## src/rtl/core/ftrsa_pkg.sv

```systemverilog
// Shared types and constants for the fence-tagged ring slot allocator.
// No dependencies; imported by every module of the block.
package ftrsa_pkg;

  localparam int MAX_SLOTS  = 8;
  localparam int SLOT_W     = 3;   // slot index width
  localparam int CNT_W      = 4;   // slot count / busy count width
  localparam int TAG_W      = 32;
  localparam int BYTES_W    = 20;
  localparam int OFFS_W     = 23;
  localparam int CFG_IDX_W  = 2;
  localparam int CFG_DATA_W = 20;
  localparam int FUNC_W     = 2;

  localparam logic [FUNC_W-1:0] FUNC_REFRESH = 2'd0;
  localparam logic [FUNC_W-1:0] FUNC_ASSIGN  = 2'd1;
  localparam logic [FUNC_W-1:0] FUNC_SUBMIT  = 2'd2;

  localparam logic [CFG_IDX_W-1:0] CFG_EXT_TAGS   = 2'd0;
  localparam logic [CFG_IDX_W-1:0] CFG_SLOT_COUNT = 2'd1;
  localparam logic [CFG_IDX_W-1:0] CFG_SLOT_BYTES = 2'd2;

  localparam logic [CNT_W-1:0] SLOT_COUNT_RST = 4'd8;

  typedef enum logic [2:0] {
    ST_IDLE,
    ST_SUBMIT,
    ST_WALK,
    ST_ASSIGN,
    ST_DONE
  } state_e;

  // controller -> datapath
  typedef struct packed {
    logic load;     // capture input item, clear walk state
    logic submit;   // mark current slot busy, stamp counter tag unless ext tags
    logic walk;     // visit one slot
    logic refresh;  // walk frees reached slots (else count only)
    logic alloc;    // pick next slot and stamp it if free
  } ctrl_cmd_t;

  // datapath -> controller
  typedef struct packed {
    logic walk_last;  // walk index is on the last active slot
  } dp_stat_t;

endpackage

```

## src/rtl/core/ftrsa_ctrl.sv

```systemverilog
// Sequencing state machine for the ring slot allocator.
// Depends on ftrsa_pkg; drives ftrsa_dp through ctrl_cmd_t.
module ftrsa_ctrl
  import ftrsa_pkg::*;
(
  input  logic              clk_i,
  input  logic              rst_ni,
  input  logic              start_i,
  input  logic [FUNC_W-1:0] func_i,
  input  dp_stat_t          stat_i,
  output ctrl_cmd_t         cmd_o,
  output logic              busy_o,
  output logic              done_o
);

  state_e state_q, state_d;
  logic   submit_q, submit_d;
  logic   assign_q, assign_d;

  always_ff @(posedge clk_i or negedge rst_ni) begin
    if (!rst_ni) begin
      state_q  <= ST_IDLE;
      submit_q <= 1'b0;
      assign_q <= 1'b0;
    end else begin
      state_q  <= state_d;
      submit_q <= submit_d;
      assign_q <= assign_d;
    end
  end

  // next state
  always_comb begin
    state_d  = state_q;
    submit_d = submit_q;
    assign_d = assign_q;
    case (state_q)
      ST_IDLE: begin
        if (start_i) begin
          submit_d = (func_i == FUNC_SUBMIT);
          assign_d = (func_i == FUNC_ASSIGN);
          state_d  = (func_i == FUNC_SUBMIT) ? ST_SUBMIT : ST_WALK;
        end
      end
      ST_SUBMIT: state_d = ST_WALK;
      ST_WALK: begin
        if (stat_i.walk_last) state_d = assign_q ? ST_ASSIGN : ST_DONE;
      end
      ST_ASSIGN: state_d = ST_DONE;
      ST_DONE:   state_d = ST_IDLE;
      default:   state_d = ST_IDLE;
    endcase
  end

  // outputs
  always_comb begin
    cmd_o  = '0;
    busy_o = 1'b1;
    done_o = 1'b0;
    case (state_q)
      ST_IDLE: begin
        busy_o     = 1'b0;
        cmd_o.load = start_i;
      end
      ST_SUBMIT: cmd_o.submit = 1'b1;
      ST_WALK: begin
        cmd_o.walk    = 1'b1;
        cmd_o.refresh = !submit_q;
      end
      ST_ASSIGN: cmd_o.alloc = 1'b1;
      ST_DONE:   done_o = 1'b1;
      default:   busy_o = 1'b1;
    endcase
  end

endmodule

```

## src/rtl/core/ftrsa_dp.sv

```systemverilog
// Datapath of the ring slot allocator: config registers, slot marks and
// tags, round-robin pointers, tag counter and result registers. Uses ftrsa_pkg.
module ftrsa_dp
  import ftrsa_pkg::*;
(
  input  logic                  clk_i,
  input  logic                  rst_ni,
  input  ctrl_cmd_t             cmd_i,
  output dp_stat_t              stat_o,
  input  logic                  cfg_we_i,
  input  logic [CFG_IDX_W-1:0]  cfg_index_i,
  input  logic [CFG_DATA_W-1:0] cfg_data_i,
  input  logic [TAG_W-1:0]      completed_tag_i,
  input  logic [TAG_W-1:0]      issued_tag_i,
  input  logic                  null_render_i,
  output logic                  status_o,
  output logic [SLOT_W-1:0]     slot_index_o,
  output logic [OFFS_W-1:0]     slot_offset_o,
  output logic [TAG_W-1:0]      stamped_tag_o,
  output logic [CNT_W-1:0]      in_use_o
);

  // configuration
  logic               ext_q;
  logic [CNT_W-1:0]   count_q;
  logic [BYTES_W-1:0] bytes_q;

  // slot state
  logic [MAX_SLOTS-1:0] busy_q, busy_d;
  logic [TAG_W-1:0]     tags_q [MAX_SLOTS];
  logic [SLOT_W-1:0]    cur_q, cur_d;
  logic [SLOT_W-1:0]    next_q, next_d;
  logic [TAG_W-1:0]     ctr_q, ctr_d;

  // per-item working registers
  logic [SLOT_W-1:0] idx_q, idx_d;
  logic [CNT_W-1:0]  used_q, used_d;
  logic              status_q, status_d;
  logic [TAG_W-1:0]  stamped_q, stamped_d;
  logic [TAG_W-1:0]  comp_q;
  logic [TAG_W-1:0]  iss_q;
  logic              null_q;

  logic [CNT_W-1:0]  act;
  logic [SLOT_W-1:0] pick;
  logic [CNT_W-1:0]  pick_inc;
  logic              pick_free;
  logic [SLOT_W-1:0] rd_addr;
  logic [TAG_W-1:0]  rd_tag;
  logic [TAG_W-1:0]  diff;
  logic              clr;
  logic              still_busy;
  logic              tag_we;
  logic [SLOT_W-1:0] tag_waddr;
  logic [TAG_W-1:0]  tag_wdata;
  logic [TAG_W-1:0]  new_tag;

  // effective slot count: 0 acts as 1, clamp to ring size
  always_comb begin
    if (count_q == '0) act = CNT_W'(1);
    else if (count_q > CNT_W'(MAX_SLOTS)) act = CNT_W'(MAX_SLOTS);
    else act = count_q;
  end

  assign pick      = ({1'b0, next_q} < act) ? next_q : '0;
  assign pick_inc  = {1'b0, pick} + CNT_W'(1);
  assign pick_free = !busy_q[pick];
  assign new_tag   = ext_q ? iss_q : ctr_q;

  assign rd_addr = cmd_i.walk ? idx_q : cur_q;
  assign rd_tag  = tags_q[rd_addr];

  // wrap-safe: reached when completed - tag is non-negative
  assign diff       = comp_q - rd_tag;
  assign clr        = cmd_i.refresh && busy_q[idx_q] && (null_q || !diff[TAG_W-1]);
  assign still_busy = busy_q[idx_q] && !clr;

  assign stat_o.walk_last = ({1'b0, idx_q} == (act - CNT_W'(1)));

  always_comb begin
    busy_d    = busy_q;
    cur_d     = cur_q;
    next_d    = next_q;
    ctr_d     = ctr_q;
    idx_d     = idx_q;
    used_d    = used_q;
    status_d  = status_q;
    stamped_d = stamped_q;
    tag_we    = 1'b0;
    tag_waddr = cur_q;
    tag_wdata = ctr_q;

    if (cmd_i.load) begin
      idx_d     = '0;
      used_d    = '0;
      status_d  = 1'b0;
      stamped_d = '0;
    end

    if (cmd_i.submit) begin
      busy_d[cur_q] = 1'b1;
      if (!ext_q) begin
        tag_we    = 1'b1;
        ctr_d     = ctr_q + TAG_W'(1);
        stamped_d = ctr_q;
      end else begin
        stamped_d = rd_tag;
      end
    end

    if (cmd_i.walk) begin
      if (clr) busy_d[idx_q] = 1'b0;
      used_d = used_q + CNT_W'(still_busy);
      idx_d  = idx_q + SLOT_W'(1);
    end

    if (cmd_i.alloc) begin
      if (pick_free) begin
        tag_we    = 1'b1;
        tag_waddr = pick;
        tag_wdata = new_tag;
        stamped_d = new_tag;
        cur_d     = pick;
        next_d    = (pick_inc == act) ? '0 : pick_inc[SLOT_W-1:0];
      end else begin
        status_d = 1'b1;
      end
    end
  end

  always_ff @(posedge clk_i or negedge rst_ni) begin
    if (!rst_ni) begin
      ext_q     <= 1'b0;
      count_q   <= SLOT_COUNT_RST;
      bytes_q   <= '0;
      busy_q    <= '0;
      cur_q     <= '0;
      next_q    <= '0;
      ctr_q     <= '0;
      idx_q     <= '0;
      used_q    <= '0;
      status_q  <= 1'b0;
      stamped_q <= '0;
      for (int i = 0; i < MAX_SLOTS; i++) tags_q[i] <= '0;
    end else begin
      if (cfg_we_i) begin
        case (cfg_index_i)
          CFG_EXT_TAGS:   ext_q   <= cfg_data_i[0];
          CFG_SLOT_COUNT: count_q <= cfg_data_i[CNT_W-1:0];
          CFG_SLOT_BYTES: bytes_q <= cfg_data_i[BYTES_W-1:0];
          default: ;
        endcase
      end
      busy_q    <= busy_d;
      cur_q     <= cur_d;
      next_q    <= next_d;
      ctr_q     <= ctr_d;
      idx_q     <= idx_d;
      used_q    <= used_d;
      status_q  <= status_d;
      stamped_q <= stamped_d;
      if (tag_we) tags_q[tag_waddr] <= tag_wdata;
    end
  end

  // item fields, held for the walk
  always_ff @(posedge clk_i) begin
    if (cmd_i.load) begin
      comp_q <= completed_tag_i;
      iss_q  <= issued_tag_i;
      null_q <= null_render_i;
    end
  end

  assign status_o      = status_q;
  assign slot_index_o  = cur_q;
  assign slot_offset_o = OFFS_W'({{(OFFS_W-SLOT_W){1'b0}}, cur_q} *
                                 {{(OFFS_W-BYTES_W){1'b0}}, bytes_q});
  assign stamped_tag_o = stamped_q;
  assign in_use_o      = used_q;

endmodule

```

## src/rtl/core/fence_tagged_ring_slot_allocator.sv

```systemverilog
// Top level of the fence-tagged ring slot allocator.
// Instantiates ftrsa_ctrl and ftrsa_dp; uses ftrsa_pkg.
//
// An item is taken when start is high and busy is low; busy stays high until
// its single result has been shown. The result is on the output ports for one
// cycle with result_valid_o high and cannot be held off, so the receiver must
// take it then. Every item walks the active slots (slot_count clamped to 1..8)
// one per cycle. A submit first marks the current slot busy, an assign picks
// a slot after the walk, and the block takes the next item only after the
// result has been shown. The config port is always ready; write it only while
// busy is low and no item is in flight.
module fence_tagged_ring_slot_allocator
  import ftrsa_pkg::*;
(
  input  logic                  clk_i,
  input  logic                  rst_ni,
  input  logic                  start,
  output logic                  busy,
  input  logic [FUNC_W-1:0]     func_i,
  input  logic [TAG_W-1:0]      completed_tag_i,
  input  logic [TAG_W-1:0]      issued_tag_i,
  input  logic                  null_render_i,
  output logic                  result_valid_o,
  output logic                  status_o,
  output logic [SLOT_W-1:0]     slot_index_o,
  output logic [OFFS_W-1:0]     slot_offset_o,
  output logic [TAG_W-1:0]      stamped_tag_o,
  output logic [CNT_W-1:0]      in_use_o,
  input  logic                  cfg_valid_i,
  output logic                  cfg_ready_o,
  input  logic [CFG_IDX_W-1:0]  cfg_index_i,
  input  logic [CFG_DATA_W-1:0] cfg_data_i
);

  ctrl_cmd_t cmd;
  dp_stat_t  stat;

  assign cfg_ready_o = 1'b1;

  ftrsa_ctrl u_ctrl (
    .clk_i   (clk_i),
    .rst_ni  (rst_ni),
    .start_i (start),
    .func_i  (func_i),
    .stat_i  (stat),
    .cmd_o   (cmd),
    .busy_o  (busy),
    .done_o  (result_valid_o)
  );

  ftrsa_dp u_dp (
    .clk_i           (clk_i),
    .rst_ni          (rst_ni),
    .cmd_i           (cmd),
    .stat_o          (stat),
    .cfg_we_i        (cfg_valid_i && cfg_ready_o),
    .cfg_index_i     (cfg_index_i),
    .cfg_data_i      (cfg_data_i),
    .completed_tag_i (completed_tag_i),
    .issued_tag_i    (issued_tag_i),
    .null_render_i   (null_render_i),
    .status_o        (status_o),
    .slot_index_o    (slot_index_o),
    .slot_offset_o   (slot_offset_o),
    .stamped_tag_o   (stamped_tag_o),
    .in_use_o        (in_use_o)
  );

endmodule

```

## config.mk

```make
export PLATFORM = sky130hd
export DESIGN_NAME = fence_tagged_ring_slot_allocator
export DESIGN_NICKNAME = d
export VERILOG_FILES = /design/src/rtl/core/ftrsa_pkg.sv /design/src/rtl/core/ftrsa_ctrl.sv /design/src/rtl/core/ftrsa_dp.sv /design/src/rtl/core/fence_tagged_ring_slot_allocator.sv
export SDC_FILE = /design/constraint.sdc
export NUM_CORES = 1
export LEC_CHECK = 0
export BUFFER_PORTS_ARGS = -buffer_cell sky130_fd_sc_hd__buf_2
export CORE_MARGIN = 4
export CORE_UTILIZATION = 61
export DETAILED_ROUTE_END_ITERATION = 8
export PLACE_DENSITY = 0.85
export REMOVE_ABC_BUFFERS = 1
export SKIP_CTS_REPAIR_TIMING = 1
export SLEW_MARGIN = 20
export SYNTH_ARGS = -nofsm -noshare
export SYNTH_HDL_FRONTEND = slang
export SYNTH_HIERARCHICAL = 1
export SYNTH_SLANG_ARGS = --single-unit
```

## constraint.sdc

```tcl
create_clock -name clk_i -period 6 [get_ports clk_i]
set_input_delay 0 -clock clk_i [delete_from_list [all_inputs] [get_ports clk_i]]
set_output_delay 0 -clock clk_i [all_outputs]
set_load 0.02 [all_outputs]
```

==> results.py <==
metrics = {
    "placement": {
        "post-dp-hpwl_mm": 36.5,
        "numPortBuffers": 157,
        "dpl_worst_slack_ns": 0.251,
        "gp_congestion": 0.889,
    },
    "finish": {
        "diodes": 0,
        "seqCellArea_mm2": 0.0113,
        "drive_gt1_share_pct": 18.4,
        "area_growth_syn_to_layout_pct": 16.3,
        "multi_input_area_mm2": 0.00985,
        "fillCellCount": 2290,
        "final_nets": 2354,
        "postLayoutCoreUtil_pct": 72.0,
    },
    "worst_setup_path": {
        "cp_data_required_time_ns": 6.44,
        "reg2reg_depth": 19,
        "critPathTopFamily": "compound AO/OA/AOI/OAI gates",
        "cpPeakStageDelay_ns": 0.54,
        "timing.rr.start": "u_ctrl/state_q[2]",
        "cp.arrival_ns": 6.15,
        "path_class": "flop to flop",
        "crit_chain": "nand2b_1 -> nor2_1 -> buf_6 -> mux2i_4 -> buf_12 -> mux4_2 -> mux2i_1 -> ha_1 -> a211oi_1 -> o21ai_0 -> a31o_2 -> a21o_1 -> a211o_1 -> or3_1 -> a21o_1 -> a21oi_1 -> ha_1 -> ha_1 -> a22o_1",
        "ff2ff_setup_slack_ns": 0.29,
        "timing.critical_path.buf_inv": 2,
        "r2r-end": "u_dp/in_use_o[1]",
        "start_kind": "flop",
        "worst_setup_path_end_kind": "flop",
        "critPathSlowestCell": "mux4_2",
        "cpMostUsedCell": "ha_1",
        "startpoint": "u_ctrl/state_q[2]",
        "cp_max_fo": 21,
    },
    "sta": {
        "fin_crit_sh_pct": 95.1,
        "slew_headroom_pct": 29.2,
        "tightest_slew_ns": 1.06,
        "hold_viol_final": 0,
        "maxSlewViolCount": 0,
        "fmax_mhz": 175,
        "rsz0062_at_grt": "false",
        "setup_viol": 0,
        "fin_crit_ns": 5.71,
        "fin_skew_ns": 0.0176,
        "fin_ws_ns": 0.295,
    },
    "run_status": {
        "run_status": "finished clean",
    },
    "yosys": {
        "syn_avg_cell_area_um2": 11.2,
        "yosysMostFrequentCell": "dfrtp_1",
        "synth_common_cells": "dfrtp_1 (371), nand2_1 (255), o21ai_0 (178)",
        "ys_top_cells_by_area": "dfrtp_1 (42%), edfxtp_1 (8.9%), mux2i_1 (7.3%), mux4_2 (6.6%), nand2_1 (4.3%)",
        "ys_ff_latch": 437,
        "syn_area_mm2": 0.0220,
        "synth-main-ff-cell": "dfrtp_1",
        "yosysWarnings": 6,
        "syn_inst": 1960,
        "synth.top_cell.area_share_pct": 42.2,
        "yosysSeqAreaShare_pct": 51.2,
        "async_flop_share_pct": 85.1,
        "synthDistinctLibCells": 78,
        "synth_edf_count": 65,
        "yosys.area.top_type": "dfrtp_1",
    },
    "min_path": {
        "min_path_type": "input pin to async pin",
    },
    "grt": {
        "grt_pass1_vias": 17200,
        "grt_overflow": 0,
        "grt_use_total_pct": 29.5,
        "antenna_found_initial": 0,
        "grt_first_pass_wirelength_mm": 91.7,
        "grt_start_max_net_pins": 147,
    },
    "pwr": {
        "power.density_mw_per_mm2": 403,
        "ir_worst_vdd_mv": 0.329,
        "cellLeakagePower_nw": 12.0,
    },
    "detailed_routing": {
        "avgRoutedWirePerCell_um": 22.9,
        "initialDrtViolationCount": 1636,
        "vias_per_cell": 6.41,
        "first_pass_iters": 6,
        "vias": 17200,
        "drt-total-wl_mm": 61.2,
        "drc_errors": 0,
        "drtAntennaViolNets": 0,
    },
    "floorplanning": {
        "die_w_um": 198,
        "die_y_um": 198,
        "io_pins": 159,
        "coreArea_mm2": 0.0356,
        "fp-row-count": 69,
        "die_area_mm2": 0.0392,
        "start_util_pct": 61.9,
    },
    "cts": {
        "ctsRootBufferMaster": "clkbuf_16",
        "clkSlewWorstSetupHoldPaths_ns": 0.06,
        "tritoncts": "done",
        "clock-sinks": 437,
        "clock_path_buffers": 3,
        "cts_max_level": 2,
        "clk_latency_ns": 0.57,
        "numCtsBuffers": 46,
    },
    "job": {
        "drv_cap": 0,
    },
}
-- cell families after synthesis --
family                     Yosys count  synth area share, %
muxes                              255                 15.5
xor gates and xnor gates            57                 2.27
other                                1               0.0170
adders and majority gates           79                 5.14
and+or+nand+nor                    471                 9.46
DFF                                437                 51.2
buffers and inverters              231                 4.41
AOI/OAI and AO/OA                  429                 12.1
-- cell type report --
cell class / count / share of cell area [%]
flip-flops and latches: 437 / 44.0
multi-input cells: 1293 / 38.5
repair buffers: 286 / 8.01
clock buffers: 64 / 4.92
well taps: 461 / 2.25
inverters: 118 / 1.73
clock inverters: 19 / 0.601
-- where the power goes --
group | leakage, nW | switching (mW) | total [mW] | internal (mW)
combinational | 5.64 | 2.29 | 3.80 | 1.51
sequential | 5.69 | 0.361 | 3.80 | 3.44
clock | 0.692 | 1.16 | 2.71 | 1.55
total | 12.0 | 3.81 | 10.3 | 6.50
-- through the flow --
step / hold WS (ns) / std cells / instance area, um2 / power [mW] / TNS (ns)
after global placement: 0.0871 / 2499 / 23200 / 7.29 / 0
after floorplan: -0.296 / 1847 / 21500 / 6.23 / -132.63
after global routing: 0.122 / 2678 / 25600 / 10.8 / 0
final: 0.0620 / 2678 / 25600 / 10.3 / 0
after detailed placement: 0.0947 / 2499 / 23200 / 7.44 / 0
after CTS: -0.499 / 2582 / 24600 / 10.2 / 0
-- flip-flops by register name (all words and copies together), names as in the netlist, 3 cells and up --
register / flops
u_dp/next_q: 3
u_dp/count_q: 4
u_dp/in_use_o: 4
u_dp/tags_q: 256
u_dp/idx_q: 3
u_dp/stamped_tag_o: 32
u_dp/slot_index_o: 3
u_dp/iss_q: 32
u_dp/busy_q: 8
u_dp/comp_q: 32
u_ctrl/state_q: 3
u_dp/ctr_q: 32
u_dp/bytes_q: 20
-- worst max-delay path by stage --
stage / endpoint / slack [ns] / depth (start not counted)
5_1_grt: u_dp/in_use_o[2] / 0.04 / 21
2_1_floorplan: u_dp/in_use_o[2] / -4.67 / 19
3_3_place_gp: u_dp/in_use_o[1] / 0.44 / 19
3_5_place_dp: u_dp/in_use_o[1] / 0.25 / 19
6_report: u_dp/in_use_o[1] / 0.29 / 19
4_1_cts: u_dp/in_use_o[1] / 0.22 / 20
-- routing by layer --
layer  track usage [%]  wire, um
met1              38.8     22600
met2              49.1     30500
met3              4.53      5120
met4              13.4      2980
met5                 0         0
-- cell usage in the layout, fill, tap and decap left out, drive strengths merged, types with 11 or more instances in the layout --
master       netlist  final
nor2b             13     13
xor2              13     13
dlygate4sd3        0     94
nor2              94     94
buf               37    191
and2              15     15
a211oi            11     11
edfxtp            65     65
inv              118    119
fa                19     19
mux4              65     65
a31oi             16     16
a21o              12     12
o21ai            182    182
and3              14     14
nor3              15     15
dfrtp            371    371
a221oi            31     31
mux2i            161    161
a21oi            126    127
nand3             26     26
mux2              29     29
clkbuf            76     65
ha                60     60
xnor2             44     44
nand2b            11     11
clkinv             0     14
nand2            255    255
No activity file was read; power rests on OpenSTA's default activity.
